File: config.mk
export PLATFORM = sky130hd
export DESIGN_NAME = led_pattern_player_top
export DESIGN_NICKNAME = d
export VERILOG_FILES = /design/src/rtl/lpp_pkg.sv /design/src/rtl/led_pattern_player_top.sv /design/src/rtl/lpp_state.sv
export SDC_FILE = /design/constraint.sdc
export NUM_CORES = 1
export LEC_CHECK = 0
export BUFFER_PORTS_ARGS = -buffer_cell sky130_fd_sc_hd__clkbuf_2
export CAP_MARGIN = 0
export CORE_ASPECT_RATIO = 2
export CORE_MARGIN = 2
export CORE_UTILIZATION = 55
export CTS_CLUSTER_DIAMETER = 200
export DETAILED_ROUTE_END_ITERATION = 10
export PLACE_DENSITY_LB_ADDON = 0.3
export SYNTH_ARGS = -nofsm -noshare
export SYNTH_HDL_FRONTEND = slang
export SYNTH_SLANG_ARGS = --single-unit
File: constraint.sdc
create_clock -name clk -period 2.25 [get_ports clk]
set_input_delay 0.3375 -clock clk [delete_from_list [all_inputs] [get_ports clk]]
set_output_delay 0.3375 -clock clk [all_outputs]
set_load 0.005 [all_outputs]
File: src/rtl/lpp_pkg.sv
`default_nettype none

package lpp_pkg;

  localparam int KIND_W    = 2;
  localparam int PAT_W     = 3;
  localparam int BPOS_W    = 6;
  localparam int FPOS_W    = 4;

  localparam logic [KIND_W-1:0] KIND_TICK  = 2'd0;
  localparam logic [KIND_W-1:0] KIND_BASE  = 2'd1;
  localparam logic [KIND_W-1:0] KIND_FLASH = 2'd2;

  localparam logic [PAT_W-1:0] PAT_OFF      = 3'd0;
  localparam logic [PAT_W-1:0] PAT_MARK1    = 3'd1;
  localparam logic [PAT_W-1:0] PAT_MARK2    = 3'd2;
  localparam logic [PAT_W-1:0] PAT_UNCAL    = 3'd3;
  localparam logic [PAT_W-1:0] PAT_IDENTIFY = 3'd4;
  localparam logic [PAT_W-1:0] PAT_ACK      = 3'd5;
  localparam logic [PAT_W-1:0] PAT_ERROR    = 3'd6;

  localparam logic [FPOS_W-1:0] ACK_TICKS   = 4'd12;
  localparam logic [FPOS_W-1:0] ERROR_TICKS = 4'd14;

  // LED level of a pattern at a position
  function automatic logic level_at(input logic [PAT_W-1:0] pat,
                                    input logic [BPOS_W-1:0] t);
    logic lvl;
    case (pat)
      PAT_MARK1:    lvl = (t < 6'd10) || (t >= 6'd20 && t < 6'd30) ||
                          (t >= 6'd40 && t < 6'd50) || (t >= 6'd60);
      PAT_MARK2:    lvl = ~t[1];
      PAT_UNCAL:    lvl = (t == 6'd0) || (t == 6'd1) || (t == 6'd4) || (t == 6'd5);
      PAT_IDENTIFY: lvl = ~t[0];
      PAT_ACK:      lvl = (t < 6'd12) && ~t[1];
      PAT_ERROR:    lvl = (t >= 6'd4) && (t < 6'd14) && ~t[0];
      default:      lvl = 1'b0;
    endcase
    return lvl;
  endfunction

endpackage

`default_nettype wire

File: src/rtl/led_pattern_player_top.sv
// Status LED pattern player.
// Input channel (in_valid/in_ready, kind, pattern): one item per cycle at most.
//   kind tick advances the active pattern and yields one result; kind set-base
//   and kind flash only update state and yield nothing; kind three is dropped.
// Output channel (out_valid/out_ready, led_level): one item per tick.
// Order: an accepted item is held in the input register and worked from there;
//   a tick's result is registered in the output register (led_level, out_valid).
// Throughput: one item per cycle, limited only by the output register when
//   the receiver stalls.
// Stall: while out_valid is held and out_ready low, a tick waiting in the
//   input register holds, and in_ready drops; non-tick items still drain.
// Reset (rst, synchronous): both registers empty, base pattern off, no
//   transient, positions zero.
// Base frame length is FRAME_TICKS ticks (20..64).
`default_nettype none

module led_pattern_player_top
  import lpp_pkg::*;
#(
  parameter int FRAME_TICKS = 60
) (
  input  wire logic              clk,
  input  wire logic              rst,
  input  wire logic              in_valid,
  output logic                   in_ready,
  input  wire logic [KIND_W-1:0] kind,
  input  wire logic [PAT_W-1:0]  pattern,
  output logic                   out_valid,
  input  wire logic              out_ready,
  output logic                   led_level
);

  logic              s1_valid;
  logic [KIND_W-1:0] s1_kind;
  logic [PAT_W-1:0]  s1_pattern;
  logic              s1_go;
  logic              s1_tick;
  logic              out_free;
  logic              level;

  assign out_free = !out_valid || out_ready;
  assign s1_tick  = (s1_kind == KIND_TICK);
  assign s1_go    = s1_valid && (!s1_tick || out_free);
  assign in_ready = !s1_valid || s1_go;

  always_ff @(posedge clk) begin
    if (rst) begin
      s1_valid <= 1'b0;
    end else if (in_ready) begin
      s1_valid <= in_valid;
    end
  end

  always_ff @(posedge clk) begin
    if (in_ready && in_valid) begin
      s1_kind    <= kind;
      s1_pattern <= pattern;
    end
  end

  lpp_state #(
    .FRAME_TICKS(FRAME_TICKS)
  ) u_state (
    .clk    (clk),
    .rst    (rst),
    .step   (s1_go),
    .kind   (s1_kind),
    .pattern(s1_pattern),
    .level  (level)
  );

  always_ff @(posedge clk) begin
    if (rst) begin
      out_valid <= 1'b0;
    end else if (s1_go && s1_tick) begin
      out_valid <= 1'b1;
    end else if (out_ready) begin
      out_valid <= 1'b0;
    end
  end

  always_ff @(posedge clk) begin
    if (s1_go && s1_tick) begin
      led_level <= level;
    end
  end

`ifndef SYNTHESIS
  a_tick_blocks_input: assert property (@(posedge clk) disable iff (rst)
    s1_valid && s1_tick && out_valid && !out_ready |-> !in_ready)
    else $error("tick item not held while output stalled");

  a_result_from_tick: assert property (@(posedge clk) disable iff (rst)
    $rose(out_valid) |-> $past(s1_go && s1_tick))
    else $error("result item without a tick");

  a_reset_empty: assert property (@(posedge clk)
    rst |=> !out_valid && !s1_valid)
    else $error("registers not empty after reset");
`endif

endmodule

`default_nettype wire

File: src/rtl/lpp_state.sv
`default_nettype none

module lpp_state
  import lpp_pkg::*;
#(
  parameter int FRAME_TICKS = 60
) (
  input  wire logic              clk,
  input  wire logic              rst,
  input  wire logic              step,
  input  wire logic [KIND_W-1:0] kind,
  input  wire logic [PAT_W-1:0]  pattern,
  output logic                   level
);

  localparam logic [BPOS_W-1:0] BPOS_LAST = BPOS_W'(FRAME_TICKS - 1);

  logic [PAT_W-1:0]  base_pattern, base_pattern_next;
  logic [PAT_W-1:0]  flash_pattern, flash_pattern_next;
  logic [BPOS_W-1:0] base_position, base_position_next;
  logic [FPOS_W-1:0] flash_position, flash_position_next;
  logic [FPOS_W-1:0] fpos_inc;
  logic              flash_active;

  assign flash_active = (flash_pattern != PAT_OFF);
  assign fpos_inc     = flash_position + 1'b1;

  always_comb begin
    if (flash_active) begin
      level = level_at(flash_pattern, {{(BPOS_W-FPOS_W){1'b0}}, flash_position});
    end else begin
      level = level_at(base_pattern, base_position);
    end
  end

  always_comb begin
    base_pattern_next   = base_pattern;
    flash_pattern_next  = flash_pattern;
    base_position_next  = base_position;
    flash_position_next = flash_position;
    case (kind)
      KIND_BASE: begin
        if (pattern != base_pattern) begin
          base_pattern_next  = pattern;
          base_position_next = '0;
        end
      end
      KIND_FLASH: begin
        if (pattern == PAT_ACK || pattern == PAT_ERROR) begin
          flash_pattern_next  = pattern;
          flash_position_next = '0;
        end
      end
      KIND_TICK: begin
        if (flash_active) begin
          flash_position_next = fpos_inc;
          if ((flash_pattern == PAT_ACK && fpos_inc >= ACK_TICKS) ||
              (flash_pattern == PAT_ERROR && fpos_inc >= ERROR_TICKS)) begin
            flash_pattern_next = PAT_OFF;
          end
        end else if (base_position == BPOS_LAST) begin
          base_position_next = '0;
        end else begin
          base_position_next = base_position + 1'b1;
        end
      end
      default: begin
      end
    endcase
  end

  always_ff @(posedge clk) begin
    if (rst) begin
      base_pattern   <= PAT_OFF;
      flash_pattern  <= PAT_OFF;
      base_position  <= '0;
      flash_position <= '0;
    end else if (step) begin
      base_pattern   <= base_pattern_next;
      flash_pattern  <= flash_pattern_next;
      base_position  <= base_position_next;
      flash_position <= flash_position_next;
    end
  end

endmodule

`default_nettype wire
Word level (Yosys, flattened, before mapping):

Index checks and enable logic that the tools add are counted.

* bits in registers: 24
* logic and storage cells: 118

* equal/unequal tests: 29
* bitwise logic cells: 4
* muxes and demuxes: 16
* add/sub/neg operators: 2
* reduce and logical (&&, ||, !) cells: 42
* order comparisons: 16

Operators by type and width (count)
* equality test 3 bit (second input constant): 8
* < comparator 6 x 4 -> 1 bit (second input constant): 3
* 2-to-1 mux 6 bit: 3
* logical OR 1 bit: 15
* logical AND 1 bit: 13
* equality test 3 x 2 -> 1 bit (second input constant): 4
* equality test 6 x 3 -> 1 bit (second input constant): 2
* >= comparator 6 bit (second input constant): 2
* < comparator 4 bit (second input constant): 3
* one-hot mux 1 bit (6 select lines): 2
* one-hot mux 6 bit (2 select lines): 1
* 2-to-1 mux 3 bit: 3
* equality test 4 x 3 -> 1 bit (second input constant): 2
* >= comparator 4 bit (second input constant): 2
* 2-to-1 mux 4 bit: 2
* inequality test 2 x 1 -> 1 bit (second input constant): 4
* one-hot mux 4 bit (2 select lines): 1
* AND reduction 4 bit: 2
* adder 6 x 1 -> 6 bit (second input constant): 1
* equality test 3 x 1 -> 1 bit (second input constant): 2
* equality test 6 x 1 -> 1 bit (second input constant): 1
* equality test 6 bit (second input constant): 1
* >= comparator 4 x 6 -> 1 bit (second input constant): 1
* >= comparator 6 x 3 -> 1 bit (second input constant): 1
* 21 further kinds: 30

Logic depth before layout (Yosys ltp):

* depth after elaboration: 7
* mapped depth: 7
* gate-level depth less buffers: 7

Modules after synthesis:

A second synthesis with hierarchy kept.

* cells, all modules: 170
* area total of the unflattened synthesis: 1511.4 µm²

By module, submodules not included
* lpp_state: area each 1202.4 µm², instances 1, sequential area each 320.3 µm², cells each 151
* led_pattern_player_top: area each 309.0 µm², instances 1, sequential area each 220.2 µm², cells each 19

Least setup slack after synthesis:

OpenSTA, ideal clock, no wires.

* path type: reg-to-reg
* start: register u_state.flash_pattern[1]
* end: register led_level, data pin
* path slack: 0.487 ns
* cell stages (with the launch flop): 6
* data required time: 1.989 ns
* setup time: 0.261 ns
* buffers on the path: 1
* data arrival time: 1.502 ns
* cell sequence: dfxtp_1 -> clkbuf_1 -> or3b_2 -> a21oi_1 -> nor4_1 -> a221o_1

* longest elaborated chain between the ends: 3

RTL lines
* start, declared: line lpp_state.sv:19 `logic [PAT_W-1:0] flash_pattern, flash_pattern_next;`
* start signal, assigned: line lpp_state.sv:80 `flash_pattern <= flash_pattern_next;`
* equality test 3 bit, or another cell as far along: line lpp_pkg.sv:29 `case (pat)`
* one-hot mux 1 bit (6 select lines): line lpp_pkg.sv:29
* 2-to-1 mux 1 bit (*): line lpp_state.sv:29 `if (flash_active) begin`
* named net level: line led_pattern_player_top.sv:39 `logic level;`
* end signal, assigned: line led_pattern_player_top.sv:84 `led_level <= level;`
* end, declared: line led_pattern_player_top.sv:30 `output logic led_level`

Mark *: on every way through the listed nets, which the timed path passes. The rest lies on a longest branch.
A chain may end at the register's enable or synchronous reset.

Worst setup path in the final report:

* start: register u_state.flash_pattern[0]
* end: register u_state.base_position[5]

* longest elaborated chain between the ends: 3

RTL lines
* nonzero test 3 bit: line lpp_state.sv:25 `assign flash_active = (flash_pattern != PAT_OFF);`
* inequality test 2 bit (no source line)
* AND reduction 4 bit (no source line)
* end signal, assigned: line lpp_state.sv:81 `base_position <= base_position_next;`
* end, declared: line lpp_state.sv:20 `logic [BPOS_W-1:0] base_position, base_position_next;`

Every way passes these cells.

==> results.tsv <==
metric	value	unit
antenna_cells	0	
core_area	2570	um2
synth_edf_count	6	
max-slew-margin-rel	0.696	
cts_tree	done	
routed_wirelength	3.43	mm
routedWlPerCell	16.4	um
crit_buf_inv	0	
stdcell_count	209	
synth_compound_area_frac	0.177	
fin_tns_setup	0	ns
multi_input_area	846	um2
power.switching	175	uW
synth-async-reset-ratio	0	
status	completed	
fin_nets	198	
min_path_cells	1	
io_buffers	11	
ys_types	46	
synth_cells	173	
fillCellCount	233	
clockPowerShare	0.328	
cap_violations	0	
setup_viol	0	
pin_count	12	
drv_slew	0	
placedCellCount	205	
synth_most_common_cell	dfxtp_1	
synth.area.top_cells	dfxtp_1 24%, edfxtp_1 12%, ha_1 5.8%, a21oi_1 5.7%, nor2_1 3.5%	
grt_pass1_vias	1312	
synthMuxAreaShare	0.0200	
ys_warn_count	0	
yosys-top-cells-count	18 x dfxtp_1, 17 x a21oi_1, 14 x nor2_1	
drtIter0Drc	55	
start_kind	flip-flop	
path_class	flip-flop to flip-flop	
skew	0.00507	ns
tightest_slew	0.456	ns
critPathRequiredTime	2.45	ns
synth_top_area_frac	0.240	
cts_root_buf	clkbuf_8	
pwr-share-seq	0.602	
initial_core_util	0.585	
syn_area	1500	um2
reg2reg_slack	0.20	ns
synth-xor-area-share	0.0408	
rr_startpoint	u_state.flash_pattern[0]	
insertion_delay	0.27	ns
syn_avg_cell_area	8.69	um2
ant_nets	0	
clockBufferDepth	2	
synth_top_cell_by_area	dfxtp_1	
dieHeight	78.0	um
cts_max_level	1	
synthesis.nets	189	
die-area	3190	um2
holdWs	0.241	ns
track_usage	0.251	
place_area	1530	um2
worstHoldStart	kind[1]	
numCtsBuffers	3	
reg2reg_depth	5	
r2r_end	u_state.base_position[5]	
die_w	41.0	um
critPathMaxFanout	12	
crit_family	simple AND/OR/NAND/NOR gates	
num_vias	1309	
cpMaxStageDelayCell	or4_1	
regArea	541	um2
holdPathEnd	s1_kind[1]	
fmax	488	MHz
grt_pass1_wl	5.58	mm
fin_crit	2.05	ns
drive_gt1_frac	0.144	
overflow	0	
viasPerCell	6.26	
stdcell_area	1580	um2
clkTransAtPathRegs	0.08	ns
hp-class	primary input to flip-flop	
area_delta_synth_final	4.91	%
p_leak	0.000577	uW
path_common_cell	a21oi_1	
arrival	2.25	ns
power_frac_comb	0.070	
critPathMaxStageDelay	0.61	ns
post_cts_buffers	0	
grt_setup_unrepaired	false	
cp.depth	5	
ys_ff_latch	24	
vdd_ir_drop_max	0.440	mV
crit_path_start	u_state.flash_pattern[0]	
final_util	0.614	
synth_top_flop_cell	dfxtp_1	
powerDensity	490	nW/um2
drc	0	
p_int	598	uW
fin_crit_sh	0.912	
yosys.area_share.adder	0.0582	
dp_hpwl	2.61	mm
switching_share	0.227	
synthSimpleGateAreaFrac	0.266	
synth-seq-area-share	0.359	
gp_congestion	0.853	
grt_max_degree	20	
cts_resized	0	
antenna_found_initial	0	
synth_top_family_by_area	simple AND/OR/NAND/NOR gates	
firstDrtPassIters	4	
numClockSinks	24	
finalHoldViolCount	0	
holdBufCountCts	0	
critPathCaptureType	flip-flop	
path_cells	nor3_4 > a21oi_1 > nand4bb_1 > or4_1 > a21oi_1	
num_rows	26	
## metal layers
layer / global-route usage / up-vias / part of all wire
met2: 0.442 / 31 / 0.58
met5: 0 / - / 0
met3: 0.0286 / 8 / 0.021
li1: - / 639 / -
met4: 0.137 / 0 / 0.027
met1: 0.254 / 631 / 0.37
## state kept, by name, indices dropped and copies added (netlist names)
signal and cells:
u_state.base_position 6, u_state.flash_position 4, s1_pattern 3, u_state.base_pattern 3
u_state.flash_pattern 3, s1_kind 2, led_level 1, out_valid 1
s1_valid 1
## power by group through the flow
| stage | clock (uW) | sequential, uW | combinational [uW] |
|---|---|---|---|
| 6_report | 254 | 465 | 54.5 |
| 5_1_grt | 278 | 468 | 60.3 |
| 4_1_cts | 261 | 465 | 55.1 |
| 3_5_place_dp | 0 | 475 | 54.8 |
| 3_3_place_gp | 0 | 474 | 52.5 |
| 2_1_floorplan | 0 | 470 | 44.6 |
## worst reg2reg max path, delay by kind of cell, from the launching register on
family          cells  cell delay [ns]
compound gates      2             0.24
flops               1             0.40
simple gates        3             1.33
## kinds of logic after synthesis
logic type      after synthesis
mux                           3
fa+ha+maj                     7
flops                        24
simple gates                 69
xor+xnor                      7
compound gates               43
buf+inv                      20
## worst max path at each step
stage	end	slack [ns]
3_5_place_dp	u_state.base_position[5]	0.24
5_1_grt	u_state.base_position[5]	0.07
6_report	u_state.base_position[5]	0.20
2_1_floorplan	led_level	0.49
3_3_place_gp	u_state.base_position[5]	0.24
4_1_cts	u_state.base_position[5]	0.20
## metrics by stage
| step | total power [uW] | setup WS [ns] |
|---|---|---|
| 2_1_floorplan | 514 | 0.487 |
| 3_3_place_gp | 527 | 0.243 |
| 3_5_place_dp | 530 | 0.237 |
| 4_1_cts | 781 | 0.204 |
| 5_1_grt | 806 | 0.0657 |
| 6_report | 774 | 0.199 |
## layout by cell type (no fill, tap or decap), drive strengths merged, types with 4 or more instances in the layout
cell type  synthesis  routed
o21ai              8       8
nor3               4       4
nand3              6       6
or4                5       5
a31oi              4       4
nor2b              7       7
dfxtp             18      18
ha                 7       7
inv               11      11
a21oi             17      17
nor2              14      14
xnor2              4       4
clkbuf             4      14
edfxtp             6       6
or3                4       4
nand2             13      13
## area by class of cell
class                           count  area share
Clock buffer                        3      0.0262
Clock inverter                      1     0.00238
Multi-Input combinational cell    129       0.536
Inverter                           11      0.0262
Tap cell                           28      0.0222
Sequential cell                    24       0.343
Timing Repair Buffer               13      0.0444
(Power assumes the default switching activity.)
